[src/sv/neighbor_liveness_table_defines.svh]
// Assertion macros for the neighbour liveness table.
`ifndef NEIGHBOR_LIVENESS_TABLE_DEFINES_SVH
`define NEIGHBOR_LIVENESS_TABLE_DEFINES_SVH

// Check a consequent in the same cycle as its antecedent.
`define NLT_ASSERT_IMP(label, ante, cons) \
  label: assert property (@(posedge clk) disable iff (rst) (ante) |-> (cons)) \
    else $error("neighbor_liveness_table: check failed");

// Check a consequent in the cycle after its antecedent.
`define NLT_ASSERT_NXT(label, ante, cons) \
  label: assert property (@(posedge clk) disable iff (rst) (ante) |=> (cons)) \
    else $error("neighbor_liveness_table: check failed");

`endif

[src/sv/nlt_pkg.sv]
// Package for the neighbour liveness table: widths, codes, types and entry update functions.
package nlt_pkg;

  // Table size default and field widths
  localparam int unsigned TABLE_ENTRIES_DEF = 16;
  localparam int unsigned NADDR_W           = 8;
  localparam int unsigned MISS_W            = 7;
  localparam int unsigned RL_W              = 5;
  localparam int unsigned SLOT_W            = 4;
  localparam int unsigned ECNT_W            = 5;

  // Configuration port
  localparam int unsigned APB_ADDR_W = 3;
  localparam int unsigned APB_DATA_W = 32;
  localparam logic        REG_RETRY_LIMIT = 1'b0;
  localparam logic [RL_W-1:0] RETRY_LIMIT_RESET = 5'd3;

  // Item kinds
  typedef enum logic [1:0] {
    ACT_BEACON = 2'd0,
    ACT_TICK   = 2'd1,
    ACT_LOOKUP = 2'd2,
    ACT_NONE   = 2'd3
  } act_t;

  // Sequencer states
  typedef enum logic [1:0] {
    ST_IDLE,
    ST_SCAN,
    ST_EMIT
  } state_t;

  // One table entry as stored in the RAM
  typedef struct packed {
    logic [NADDR_W-1:0] addr;
    logic [MISS_W-1:0]  miss;
    logic               mark;
  } entry_t;

  // One result item
  typedef struct packed {
    logic              hit;
    logic [SLOT_W-1:0] slot_index;
    logic [MISS_W-1:0] miss_count;
    logic              suspect;
    logic [ECNT_W-1:0] entry_count;
    logic              dropped_full;
  } res_t;

  // Aging step: mark a fresh entry, else count a miss while the miss count divided by four is below the limit
  function automatic entry_t age_entry(entry_t e, logic [RL_W-1:0] limit);
    entry_t r;
    r = e;
    if (e.mark) begin
      if (e.miss[MISS_W-1:2] < limit) begin
        r.miss = e.miss + MISS_W'(1);
      end
    end else begin
      r.mark = 1'b1;
    end
    return r;
  endfunction

  // Beacon refresh: clear the mark and take one miss off the counter
  function automatic entry_t refresh_entry(entry_t e);
    entry_t r;
    r = e;
    r.mark = 1'b0;
    if (e.miss != '0) begin
      r.miss = e.miss - MISS_W'(1);
    end
    return r;
  endfunction

endpackage

[src/sv/nlt_in_if.sv]
// Input item channel: valid/ready handshake with action and address.
interface nlt_in_if import nlt_pkg::*; ();
  logic               valid;
  logic               ready;
  logic [1:0]         action;
  logic [NADDR_W-1:0] address;

  modport source (output valid, action, address, input ready);
  modport sink   (input valid, action, address, output ready);
endinterface

[src/sv/nlt_out_if.sv]
// Result channel: valid/ready handshake with the lookup and status fields.
interface nlt_out_if import nlt_pkg::*; ();
  logic              valid;
  logic              ready;
  logic              hit;
  logic [SLOT_W-1:0] slot_index;
  logic [MISS_W-1:0] miss_count;
  logic              suspect;
  logic [ECNT_W-1:0] entry_count;
  logic              dropped_full;

  modport source (output valid, hit, slot_index, miss_count, suspect, entry_count,
                  dropped_full, input ready);
  modport sink   (input valid, hit, slot_index, miss_count, suspect, entry_count,
                  dropped_full, output ready);
endinterface

[src/sv/nlt_ram.sv]
// Generic simple dual-port RAM: one write port, one read port with registered read data.
module nlt_ram #(
  parameter int unsigned WIDTH = 16,
  parameter int unsigned DEPTH = 16,
  localparam int unsigned AW = (DEPTH > 1) ? $clog2(DEPTH) : 1
) (
  input  logic             clk,
  input  logic             we,
  input  logic [AW-1:0]    waddr,
  input  logic [WIDTH-1:0] wdata,
  input  logic             re,
  input  logic [AW-1:0]    raddr,
  output logic [WIDTH-1:0] rdata
);

  logic [WIDTH-1:0] mem [DEPTH];

  // Write port
  always_ff @(posedge clk) begin
    if (we) begin
      mem[waddr] <= wdata;
    end
  end

  // Registered read port
  always_ff @(posedge clk) begin
    if (re) begin
      rdata <= mem[raddr];
    end
  end

endmodule

[src/sv/nlt_seq.sv]
// Sequencer for the neighbour table: scans the entry RAM, updates entries and forms results.
module nlt_seq import nlt_pkg::*; #(
  parameter int unsigned ENTRIES = TABLE_ENTRIES_DEF,
  localparam int unsigned IDX_W = $clog2(ENTRIES)
) (
  input  logic             clk,
  input  logic             rst,
  input  logic [RL_W-1:0]  retry_limit,
  nlt_in_if.sink           item,
  nlt_out_if.source        result,
  output logic             ram_we,
  output logic [IDX_W-1:0] ram_waddr,
  output entry_t           ram_wdata,
  output logic             ram_re,
  output logic [IDX_W-1:0] ram_raddr,
  input  entry_t           ram_rdata
);

  localparam int unsigned CNT_W = $clog2(ENTRIES + 1);

  state_t             state, state_next;
  act_t               act_q;
  logic [NADDR_W-1:0] addr_q;
  logic [IDX_W-1:0]   idx, idx_next;
  logic [CNT_W-1:0]   count, count_next;
  res_t               res, res_next;
  logic               out_valid;
  res_t               out_res;
  logic               load_out;

  act_t               cur_act;
  logic [NADDR_W-1:0] cur_addr;
  logic [IDX_W-1:0]   idx_inc;
  logic [CNT_W-1:0]   count_inc;
  logic               last;
  logic               full;
  logic               match;
  logic               accept;
  res_t               res_zero;

  assign accept    = item.valid && item.ready;
  assign cur_act   = (state == ST_IDLE) ? act_t'(item.action) : act_q;
  assign cur_addr  = (state == ST_IDLE) ? item.address : addr_q;
  assign idx_inc   = idx + IDX_W'(1);
  assign count_inc = count + CNT_W'(1);
  assign last      = (CNT_W'(idx) + CNT_W'(1)) == count;
  assign full      = count == CNT_W'(ENTRIES);
  assign match     = ram_rdata.addr == cur_addr;

  // Result with no entry attached
  always_comb begin
    res_zero             = '0;
    res_zero.entry_count = ECNT_W'(count);
  end

  // Next state, RAM accesses and result
  always_comb begin
    logic tail;
    entry_t upd;
    tail       = 1'b0;
    upd        = refresh_entry(ram_rdata);
    state_next = state;
    idx_next   = idx;
    count_next = count;
    res_next   = res;
    ram_we     = 1'b0;
    ram_waddr  = idx;
    ram_wdata  = age_entry(ram_rdata, retry_limit);
    ram_re     = 1'b0;
    ram_raddr  = idx;
    load_out   = 1'b0;

    unique case (state)
      ST_IDLE: begin
        if (accept) begin
          if (cur_act == ACT_NONE || count == '0) begin
            tail       = 1'b1;
            state_next = ST_EMIT;
          end else begin
            ram_re     = 1'b1;
            ram_raddr  = '0;
            idx_next   = '0;
            state_next = ST_SCAN;
          end
        end
      end
      ST_SCAN: begin
        unique case (cur_act)
          ACT_TICK: begin
            ram_we = 1'b1;
            if (last) begin
              res_next   = res_zero;
              state_next = ST_EMIT;
            end else begin
              ram_re    = 1'b1;
              ram_raddr = idx_inc;
              idx_next  = idx_inc;
            end
          end
          ACT_BEACON, ACT_LOOKUP: begin
            if (match) begin
              res_next            = res_zero;
              res_next.hit        = 1'b1;
              res_next.slot_index = SLOT_W'(idx);
              if (cur_act == ACT_BEACON) begin
                ram_we              = 1'b1;
                ram_wdata           = upd;
                res_next.miss_count = upd.miss;
                res_next.suspect    = upd.mark;
              end else begin
                res_next.miss_count = ram_rdata.miss;
                res_next.suspect    = ram_rdata.mark;
              end
              state_next = ST_EMIT;
            end else if (last) begin
              tail       = 1'b1;
              state_next = ST_EMIT;
            end else begin
              ram_re    = 1'b1;
              ram_raddr = idx_inc;
              idx_next  = idx_inc;
            end
          end
          default: begin
            res_next   = res_zero;
            state_next = ST_EMIT;
          end
        endcase
      end
      ST_EMIT: begin
        if (!out_valid || result.ready) begin
          load_out   = 1'b1;
          state_next = ST_IDLE;
        end
      end
      default: begin
        state_next = ST_IDLE;
      end
    endcase

    // Finish without a match: append a new beacon, drop it when full
    if (tail) begin
      res_next = res_zero;
      if (cur_act == ACT_BEACON) begin
        if (full) begin
          res_next.dropped_full = 1'b1;
        end else begin
          ram_we               = 1'b1;
          ram_waddr            = IDX_W'(count);
          ram_wdata.addr       = cur_addr;
          ram_wdata.miss       = '0;
          ram_wdata.mark       = 1'b0;
          count_next           = count_inc;
          res_next.slot_index  = SLOT_W'(count);
          res_next.entry_count = ECNT_W'(count_inc);
        end
      end
    end
  end

  // Control registers
  always_ff @(posedge clk) begin
    if (rst) begin
      state <= ST_IDLE;
      count <= '0;
    end else begin
      state <= state_next;
      count <= count_next;
    end
  end

  // Item and scan registers
  always_ff @(posedge clk) begin
    if (accept) begin
      act_q  <= act_t'(item.action);
      addr_q <= item.address;
    end
    idx <= idx_next;
    res <= res_next;
  end

  // Output register: hold until the transaction completes
  always_ff @(posedge clk) begin
    if (rst) begin
      out_valid <= 1'b0;
    end else if (load_out) begin
      out_valid <= 1'b1;
    end else if (result.ready) begin
      out_valid <= 1'b0;
    end
  end

  always_ff @(posedge clk) begin
    if (load_out) begin
      out_res <= res;
    end
  end

  assign item.ready          = (state == ST_IDLE);
  assign result.valid        = out_valid;
  assign result.hit          = out_res.hit;
  assign result.slot_index   = out_res.slot_index;
  assign result.miss_count   = out_res.miss_count;
  assign result.suspect      = out_res.suspect;
  assign result.entry_count  = out_res.entry_count;
  assign result.dropped_full = out_res.dropped_full;

endmodule

[src/sv/neighbor_liveness_table.sv]
// Top level of the neighbour liveness table: configuration register, entry RAM and sequencer.
//
//   channel  | role   | payload
//   ---------+--------+---------------------------------------------------------------
//   item     | sink   | action, address
//   result   | source | hit, slot_index, miss_count, suspect, entry_count, dropped_full
//   APB      | slave  | retry_limit at byte address 0
//
// A beacon or lookup reads entries until the match (at most the entry count); a tick reads
// every entry below the count; an unused code or an empty table reads none. While scanning,
// the entry RAM read port yields one entry a cycle.
// Reset clears the entry count and the sequencer; the RAM is not cleared, as only entries
// below the count are read. A stalled result holds in the output register while the next
// transaction is accepted; the scan then waits in its final state until the register frees.
`include "neighbor_liveness_table_defines.svh"

module neighbor_liveness_table import nlt_pkg::*; #(
  parameter int unsigned TABLE_ENTRIES = TABLE_ENTRIES_DEF
) (
  input  logic                  clk,
  input  logic                  rst,
  input  logic                  psel,
  input  logic                  penable,
  input  logic                  pwrite,
  input  logic [APB_ADDR_W-1:0] paddr,
  input  logic [APB_DATA_W-1:0] pwdata,
  output logic [APB_DATA_W-1:0] prdata,
  output logic                  pready,
  nlt_in_if.sink                item,
  nlt_out_if.source             result
);

  localparam int unsigned IDX_W = $clog2(TABLE_ENTRIES);

  logic [RL_W-1:0]  retry_limit;
  logic             reg_sel;
  logic             ram_we;
  logic [IDX_W-1:0] ram_waddr;
  entry_t           ram_wdata;
  logic             ram_re;
  logic [IDX_W-1:0] ram_raddr;
  entry_t           ram_rdata;

  // Register decode
  assign reg_sel = (paddr[2] == REG_RETRY_LIMIT);
  assign pready  = 1'b1;
  assign prdata  = reg_sel ? APB_DATA_W'(retry_limit) : '0;

  // Retry limit register
  always_ff @(posedge clk) begin
    if (rst) begin
      retry_limit <= RETRY_LIMIT_RESET;
    end else if (psel && penable && pwrite && reg_sel) begin
      retry_limit <= pwdata[RL_W-1:0];
    end
  end

  // Entry store
  nlt_ram #(
    .WIDTH ($bits(entry_t)),
    .DEPTH (TABLE_ENTRIES)
  ) u_ram (
    .clk   (clk),
    .we    (ram_we),
    .waddr (ram_waddr),
    .wdata (ram_wdata),
    .re    (ram_re),
    .raddr (ram_raddr),
    .rdata (ram_rdata)
  );

  // Scan and update sequencer
  nlt_seq #(
    .ENTRIES (TABLE_ENTRIES)
  ) u_seq (
    .clk         (clk),
    .rst         (rst),
    .retry_limit (retry_limit),
    .item        (item),
    .result      (result),
    .ram_we      (ram_we),
    .ram_waddr   (ram_waddr),
    .ram_wdata   (ram_wdata),
    .ram_re      (ram_re),
    .ram_raddr   (ram_raddr),
    .ram_rdata   (ram_rdata)
  );

  // Checks
  `NLT_ASSERT_NXT(a_busy_after_accept, item.valid && item.ready, !item.ready)
  `NLT_ASSERT_IMP(a_no_rw_clash, ram_we && ram_re, ram_waddr != ram_raddr)
  `NLT_ASSERT_IMP(a_drop_clean, result.valid && result.dropped_full, !result.hit && result.slot_index == '0)

endmodule
[src/flat_wrapper.sv]
// flat-port wrapper written by rule: the top's interface ports become plain ports
module neighbor_liveness_table_flat import nlt_pkg::*;
#(
  parameter int unsigned TABLE_ENTRIES = TABLE_ENTRIES_DEF
)
  (clk, rst, psel, penable, pwrite, paddr, pwdata, prdata, pready, item_valid, item_action, item_address, item_ready, result_valid, result_hit, result_slot_index, result_miss_count, result_suspect, result_entry_count, result_dropped_full, result_ready);
  nlt_in_if item_i ();
  nlt_out_if result_i ();
  input  logic clk;
  input  logic rst;
  input  logic psel;
  input  logic penable;
  input  logic pwrite;
  input  logic [APB_ADDR_W-1:0] paddr;
  input  logic [APB_DATA_W-1:0] pwdata;
  output logic [APB_DATA_W-1:0] prdata;
  output logic pready;
  input wire logic [$bits(item_i.valid)-1:0] item_valid;
  input wire logic [$bits(item_i.action)-1:0] item_action;
  input wire logic [$bits(item_i.address)-1:0] item_address;
  output wire logic [$bits(item_i.ready)-1:0] item_ready;
  output wire logic [$bits(result_i.valid)-1:0] result_valid;
  output wire logic [$bits(result_i.hit)-1:0] result_hit;
  output wire logic [$bits(result_i.slot_index)-1:0] result_slot_index;
  output wire logic [$bits(result_i.miss_count)-1:0] result_miss_count;
  output wire logic [$bits(result_i.suspect)-1:0] result_suspect;
  output wire logic [$bits(result_i.entry_count)-1:0] result_entry_count;
  output wire logic [$bits(result_i.dropped_full)-1:0] result_dropped_full;
  input wire logic [$bits(result_i.ready)-1:0] result_ready;
  assign item_i.valid = item_valid;
  assign item_i.action = item_action;
  assign item_i.address = item_address;
  assign item_ready = item_i.ready;
  assign result_valid = result_i.valid;
  assign result_hit = result_i.hit;
  assign result_slot_index = result_i.slot_index;
  assign result_miss_count = result_i.miss_count;
  assign result_suspect = result_i.suspect;
  assign result_entry_count = result_i.entry_count;
  assign result_dropped_full = result_i.dropped_full;
  assign result_i.ready = result_ready;
  neighbor_liveness_table #(.TABLE_ENTRIES(TABLE_ENTRIES)) u_core (.clk(clk), .rst(rst), .psel(psel), .penable(penable), .pwrite(pwrite), .paddr(paddr), .pwdata(pwdata), .prdata(prdata), .pready(pready), .item(item_i), .result(result_i));
endmodule
[config.mk]
export PLATFORM = sky130hd
export DESIGN_NAME = neighbor_liveness_table_flat
export DESIGN_NICKNAME = d
export VERILOG_FILES = /design/src/sv/nlt_pkg.sv /design/src/sv/nlt_in_if.sv /design/src/sv/nlt_out_if.sv /design/src/sv/nlt_ram.sv /design/src/sv/nlt_seq.sv /design/src/sv/neighbor_liveness_table.sv /design/src/flat_wrapper.sv
export VERILOG_INCLUDE_DIRS = /design/src /design/src/sv
export SDC_FILE = /design/constraint.sdc
export NUM_CORES = 1
export LEC_CHECK = 0
export BUFFER_PORTS_ARGS = -buffer_cell sky130_fd_sc_hd__buf_2
export CAP_MARGIN = 25
export CELL_PAD_IN_SITES_DETAIL_PLACEMENT = 1
export CELL_PAD_IN_SITES_GLOBAL_PLACEMENT = 1
export CORE_AREA = 2 2 166 168
export DETAILED_ROUTE_END_ITERATION = 7
export DIE_AREA = 0 0 168 170
export PLACE_DENSITY_LB_ADDON = 0.1
export SYNTH_ARGS = -nofsm -noshare
export SYNTH_HDL_FRONTEND = slang
export SYNTH_HIERARCHICAL = 1
export SYNTH_SLANG_ARGS = --single-unit
[constraint.sdc]
create_clock -name clk -period 8.7 [get_ports clk]
set_input_delay 1.305 -clock clk [delete_from_list [all_inputs] [get_ports clk]]
set_output_delay 1.305 -clock clk [all_outputs]
set_load 0.05 [all_outputs]
==> results of run 1 <==
-- cell families after synthesis --
| group | count (synthesis) |
|---|---|
| AOI/OAI and AO/OA | 139 |
| xor gates and xnor gates | 22 |
| adders and majority gates | 11 |
| buffers and inverters | 88 |
| DFF | 337 |
| muxes | 86 |
| other | 2 |
| and+or+nand+nor | 195 |
-- worst min-delay path by stage --
stage	end	cells after the start
2_1_floorplan	u_core/u_seq/result.dropped_full	0
3_3_place_gp	u_core/u_seq/result.slot_index[3]	0
3_5_place_dp	u_core/u_seq/result.entry_count[0]	0
4_1_cts	u_core/u_seq/result.entry_count[0]	0
5_1_grt	u_core/u_seq/result.slot_index[1]	0
6_report	u_core/u_seq/result.entry_count[0]	0
-- layout make-up --
class,count,area [sq um]
Fill cell,2405,10440
Sequential cell,337,9859
Multi-Input combinational cell,481,4227
Clock buffer,47,942.2
Timing Repair Buffer,87,550.5
Tap cell,341,426.7
Clock inverter,17,120.1
Inverter,21,81.33
-- synthesized netlist by cell type, drive strengths merged (6+ instances only) --
master,count,area (sq um)
a21oi,27,135.1
a22o,6,52.55
a22oi,32,240.2
a31oi,8,50.05
buf,51,372.9
clkbuf,16,60.06
dfxtp,26,520.5
edfxtp,311,9339
ha,11,137.6
inv,21,81.33
mux2i,18,180.2
mux4,64,1479
nand2,40,150.1
nand2b,19,118.9
nand3,16,80.08
nand4,6,37.54
nor2,41,153.9
nor2b,8,50.05
nor3,24,120.1
nor4,6,52.55
o21ai,25,125.1
o31ai,7,57.55
xnor2,12,105.1
xor2,10,87.58
-- registers in the layout (all words and copies together) (netlist names), 2 cells and up --
name and count:
u_core/u_seq/res 19, u_core/u_seq/idx 4, u_core/u_seq/result.miss_count 7, u_core/retry_limit 5
u_core/u_seq/state 2, u_core/u_seq/result.entry_count 5, u_core/u_seq/result.slot_index 4, u_core/u_ram/mem 256
u_core/u_seq/addr_q 8, u_core/u_ram/rdata 16, u_core/u_seq/act_q 2, u_core/u_seq/count 5
-- report_power, final --
part | leakage [nW] | switching [mW] | internal, mW
Clock | 0.521 | 0.603 | 0.796
Combinational | 1.82 | 0.521 | 0.344
Sequential | 3.03 | 0.0370 | 1.86
Total | 5.37 | 1.16 | 3.00
-- worst register-to-register path, stage by stage (launching register included) --
cell and delay, ns:
dfxtp_1 0.49, or2_1 0.66, inv_4 0.22, nor4_4 0.63, o21ai_0 0.21, nand3_1 0.27
a31o_2 0.74, buf_4 0.62, mux4_2 0.44, a22oi_1 0.24, nand2_1 0.16
-- per-layer routing --
layer / part of all wire / vias to the layer above
met2: 0.48 / 326
met5: 0 / -
met1: 0.42 / 4167
met3: 0.063 / 84
met4: 0.036 / 0
li1: - / 3610
-- metrics by stage --
step                      cell area [sq um]  instances  setup WS (ns)    util  total power [mW]
after detailed placement              15090       1260          3.264  0.5664             2.791
after global placement                15070       1258          3.433  0.5655             2.746
after global routing                  16210       1331          3.529  0.6081             4.311
final                                 16210       1331          3.756  0.6081             4.161
after floorplan                       14550        906          3.654       -             2.560
after CTS                             16160       1324          3.702  0.6062             4.186
==> impl_metrics.json, run 1 <==
{
  "antenna_found_initial": 0,
  "final_max_slew_viol_count": 0,
  "power_density_nw_per_um2": 256.8,
  "crit_family": "simple AND/OR/NAND/NOR gates",
  "grt_busiest_layer": "met2",
  "yosys.area_share.simple": 0.07150,
  "path_class": "flop to flop",
  "crit_arrival_ns": 5.18,
  "max_freq_mhz": 202.3,
  "final_cell_mix": "edfxtp_1, mux4_2, buf_2",
  "setup_viol": 0,
  "routedWlPerCell_um": 26.19,
  "fp.dieH_um": 170,
  "cp-startpoint": "u_core/u_seq/state[1]",
  "tritoncts": "done",
  "cp.depth": 10,
  "finalCritPeriodShare": 0.5682,
  "cts-root-buf": "clkbuf_16",
  "tightest_slew_ns": 1.061,
  "wirelength_um": 34860,
  "grt_first_pass_wirelength_um": 52410,
  "die_area_sq_um": 28560,
  "synth_warnings": 6,
  "finalWeightedCongestion": 0.8907,
  "grt_pass1_vias": 8603,
  "path_cells": "or2_1, inv_4, nor4_4, o21ai_0, nand3_1, a31o_2, buf_4, mux4_2, a22oi_1, nand2_1",
  "h-tree-depth": 2,
  "crit_path_top_delay_cell": "a31o_2",
  "first_iter_violations": 818,
  "io_pins": 106,
  "finalSetupTns_ns": 0,
  "holdCritStartpoint": "u_core/u_seq/res[1]",
  "crit_end": "u_core/u_ram/rdata[2]",
  "r2r-end": "u_core/u_ram/rdata[2]",
  "ctsResizeCount": 0,
  "clockBufferDepth": 3,
  "port_buffers": 48,
  "reg2reg_setup_slack_ns": 3.76,
  "worstSetupEndpointType": "flop",
  "ant_nets": 0,
  "rsz0062_at_grt": "false",
  "cap_viol_max_count": 0,
  "syn_area_sq_um": 14460,
  "max_slew_margin": 0.2929,
  "fin_crit_ns": 4.944,
  "rr_worst_depth": 10,
  "die_w_um": 168,
  "status": "complete, no violations",
  "cp_data_required_time_ns": 8.94,
  "grt-ovfl-total": 0,
  "route.detailed.drc": 0,
  "postCtsHoldBufs": 0,
  "clkSlewWorstSetupHoldPaths_ns": 0.06,
  "hp-class": "flop to flop",
  "core_sq_um": 26650,
  "final_layout_size_suffix_gt1_frac": 0.2263,
  "grt_max_degree": 66,
  "synth_seq_cells": 337,
  "netlist_instances": 880,
  "syn_avg_cell_area_sq_um": 16.43,
  "track_usage": 0.2476,
  "clock_latency_ns": 0.52,
  "drtPass1Iterations": 5,
  "synth_ff_type": "edfxtp_1",
  "irDropWorstVdd_mv": 0.1521,
  "finClkSkew_ns": 0.01194,
  "leakage_nw": 5.373,
  "grt_use_met1": 0.3301,
  "synth_mux_area_frac": 0.1179,
  "rows": 60,
  "synthAdderAreaFrac": 0.009521,
  "critPathMaxFanout": 42,
  "nets": 1027,
  "syn_to_final_growth_pct": 12.12,
  "met2_usage": 0.4077,
  "slowest_delay_ns": 0.74,
  "synthXorXnorAreaFrac": 0.01333,
  "r2r-start": "u_core/u_seq/state[1]",
  "cts_sinks": 337,
  "start_kind": "flop",
  "synth_compound_area_frac": 0.06959,
  "start_util": 0.5424,
  "synth_cell_type_count": 71,
  "via_per_inst": 6.151,
  "cts_setup_buffers": 0,
  "cp.buffers_inverters": 2,
  "ys_seq_area_frac": 0.6821,
  "grt_use_met3": 0.04488,
  "async_reset_ff_frac": 0,
  "hold_slack_ns": 0.4193,
  "antennaDiodeCount": 0,
  "post-dp-hpwl_um": 21450,
  "vias": 8187,
  "finalHoldViolCount": 0,
  "synth_top_family_by_area": "multiplexers",
  "synth_edf_count": 311,
  "numCtsBuffers": 36,
  "final_common_cell": "edfxtp_1"
}
(Power assumes the default switching activity.)
==> run 2: changes to the inputs <==
- CORE_AREA: 2 2 166 168 -> 2 2 181 183
- DIE_AREA: 0 0 168 170 -> 0 0 183 185
- clock period: 8.7 -> 4.5 ns (I/O delays scaled with it)
==> run 2 against run 1 <==
Clock skew up 0.013 ns. Core utilization down 9.4 points. Flip-flop and latch count unchanged. Register-to-register slack worse by 3.4 ns. Sequential power up 93%. Die area up 19%. Non-clock buffer count up 13. Critical endpoint is now u_core/u_ram/rdata[3]. Largest cell class unchanged.
==> impl_metrics.json, run 2 (synthesis gave the netlist of run 1 again) <==
{
  "top_register": "u_core/u_ram/mem",
  "antennaDiodeCount": 0,
  "cts_setup_buffers": 0,
  "postCtsHoldBufs": 0,
  "antenna_found_initial": 0,
  "post-dp-hpwl_um": 21900,
  "final.setup.worst_slack_ns": 0.3479,
  "numCtsBuffers": 36,
  "finalHoldViolCount": 0,
  "hold_path_end": "u_core/u_seq/addr_q[3]",
  "drtPass1Iterations": 4,
  "rows": 66,
  "ant_nets": 0,
  "fillCellCount": 3045,
  "tritoncts": "done",
  "max_freq_mhz": 240.8,
  "fin_crit_ns": 4.152,
  "grt_max_degree": 66,
  "r2r-end": "u_core/u_ram/rdata[3]",
  "finalCritPeriodShare": 0.9227,
  "nets": 1040,
  "grt_first_pass_wirelength_um": 50880,
  "crit_arrival_ns": 4.40,
  "vias": 8072,
  "io_pins": 106,
  "route.detailed.drc": 0,
  "whs_path_depth": 1,
  "syn_to_final_growth_pct": 14.01,
  "finalWeightedCongestion": 0.8655,
  "core_sq_um": 32040,
  "track_usage": 0.1975,
  "h-tree-depth": 2,
  "start_util": 0.4511,
  "critPathMaxFanout": 32,
  "reg2reg_setup_slack_ns": 0.35,
  "post-place-ws_ns": 0.2794,
  "finClkSkew_ns": 0.02513,
  "tightest_slew_ns": 0.9911,
  "leakage_nw": 5.475,
  "routedWlPerCell_um": 23.18,
  "setup_viol": 0,
  "rr_worst_depth": 10,
  "clkSlewWorstSetupHoldPaths_ns": 0.06,
  "final_layout_size_suffix_gt1_frac": 0.2348,
  "start_kind": "flop",
  "port_buffers": 48,
  "clockBufferDepth": 3,
  "fp.dieH_um": 185,
  "dp.cells": 1347,
  "irDropWorstVdd_mv": 0.2892,
  "clock_latency_ns": 0.53,
  "final_cell_mix": "edfxtp_1, mux4_2, buf_2, buf_4",
  "status": "complete, no violations",
  "hp-class": "primary input to flop",
  "final_core_util": 0.5144,
  "grt_pass1_vias": 8637,
  "via_per_inst": 5.729,
  "die_w_um": 183,
  "finalSetupTns_ns": 0,
  "worstSetupEndpointType": "flop",
  "grt-ovfl-total": 0,
  "path_class": "flop to flop",
  "fin_cells": 1409,
  "cts_sinks": 337,
  "final_common_cell": "edfxtp_1",
  "ctsResizeCount": 0,
  "power_density_nw_per_um2": 497.9,
  "wirelength_um": 32660,
  "final_max_slew_viol_count": 0,
  "rsz0062_at_grt": "false",
  "r2r-start": "u_core/u_ram/rdata[10]",
  "first_iter_violations": 576,
  "cts-root-buf": "clkbuf_16",
  "die_area_sq_um": 33860,
  "hold_slack_ns": 0.3851,
  "max_slew_margin": 0.3342,
  "largest_reg_flops": 256,
  "largest_registers": "u_core/u_ram/mem (256), u_core/u_seq/res (19), u_core/u_ram/rdata (16)",
  "holdCritStartpoint": "item_address[3]",
  "cp_data_required_time_ns": 4.75,
  "cap_viol_max_count": 0
}
run 2: worst max-delay path by stage:
stage	from	end	slack [ns]	depth (start not counted)
2_1_floorplan	item_action[0]	u_core/u_ram/mem[0][0]	0.08	9
3_3_place_gp	item_address[5]	u_core/u_ram/rdata[10]	0.43	11
3_5_place_dp	item_address[4]	u_core/u_ram/rdata[3]	0.28	11
4_1_cts	u_core/u_ram/rdata[15]	u_core/u_ram/rdata[3]	0.35	10
5_1_grt	u_core/u_ram/rdata[9]	u_core/u_ram/rdata[1]	0.16	10
6_report	u_core/u_ram/rdata[10]	u_core/u_ram/rdata[3]	0.35	10
run 2: report_power, final:
| group | internal [mW] | switching, mW |
|---|---|---|
| Clock | 1.65 | 1.17 |
| Combinational | 0.689 | 1.02 |
| Sequential | 3.60 | 0.0736 |
| Total | 5.94 | 2.27 |
run 2: worst max-delay path: stages, from the launching register on:
cell and delay (ns):
edfxtp_1 0.44, xnor2_1 0.27, nand3_1 0.18, or4_1 0.66
a21oi_1 0.45, o21ai_2 0.16, mux2i_4 0.26, buf_12 0.30
mux4_1 0.59, a22oi_1 0.40, nand2_1 0.13
run 2: area by class of cell:
| cell class | instances | area (sq um) | share of cell area |
|---|---|---|---|
| multi-input cells | 481 | 4224 | 0.2563 |
| flip-flops and latches | 337 | 9859 | 0.5982 |
| well taps | 408 | 510.5 | 0.03097 |
| inverters | 21 | 81.33 | 0.004935 |
| clock buffers | 47 | 973.4 | 0.05906 |
| clock inverters | 15 | 151.4 | 0.009186 |
| repair buffers | 100 | 680.7 | 0.04130 |
run 2: through the flow:
step	total power, mW	cell area [sq um]
5_1_grt	8.544	16480
3_5_place_dp	5.449	15360
6_report	8.206	16480
3_3_place_gp	5.408	15360
4_1_cts	8.300	16480
2_1_floorplan	4.950	14550
run 2: routing by layer:
metal | GRT usage | share of wire | up-vias
li1 | - | - | 3641
met1 | 0.2550 | 0.43 | 4127
met2 | 0.3371 | 0.49 | 223
met3 | 0.03264 | 0.046 | 81
met4 | 0.07520 | 0.032 | 0
met5 | 0 | 0 | -
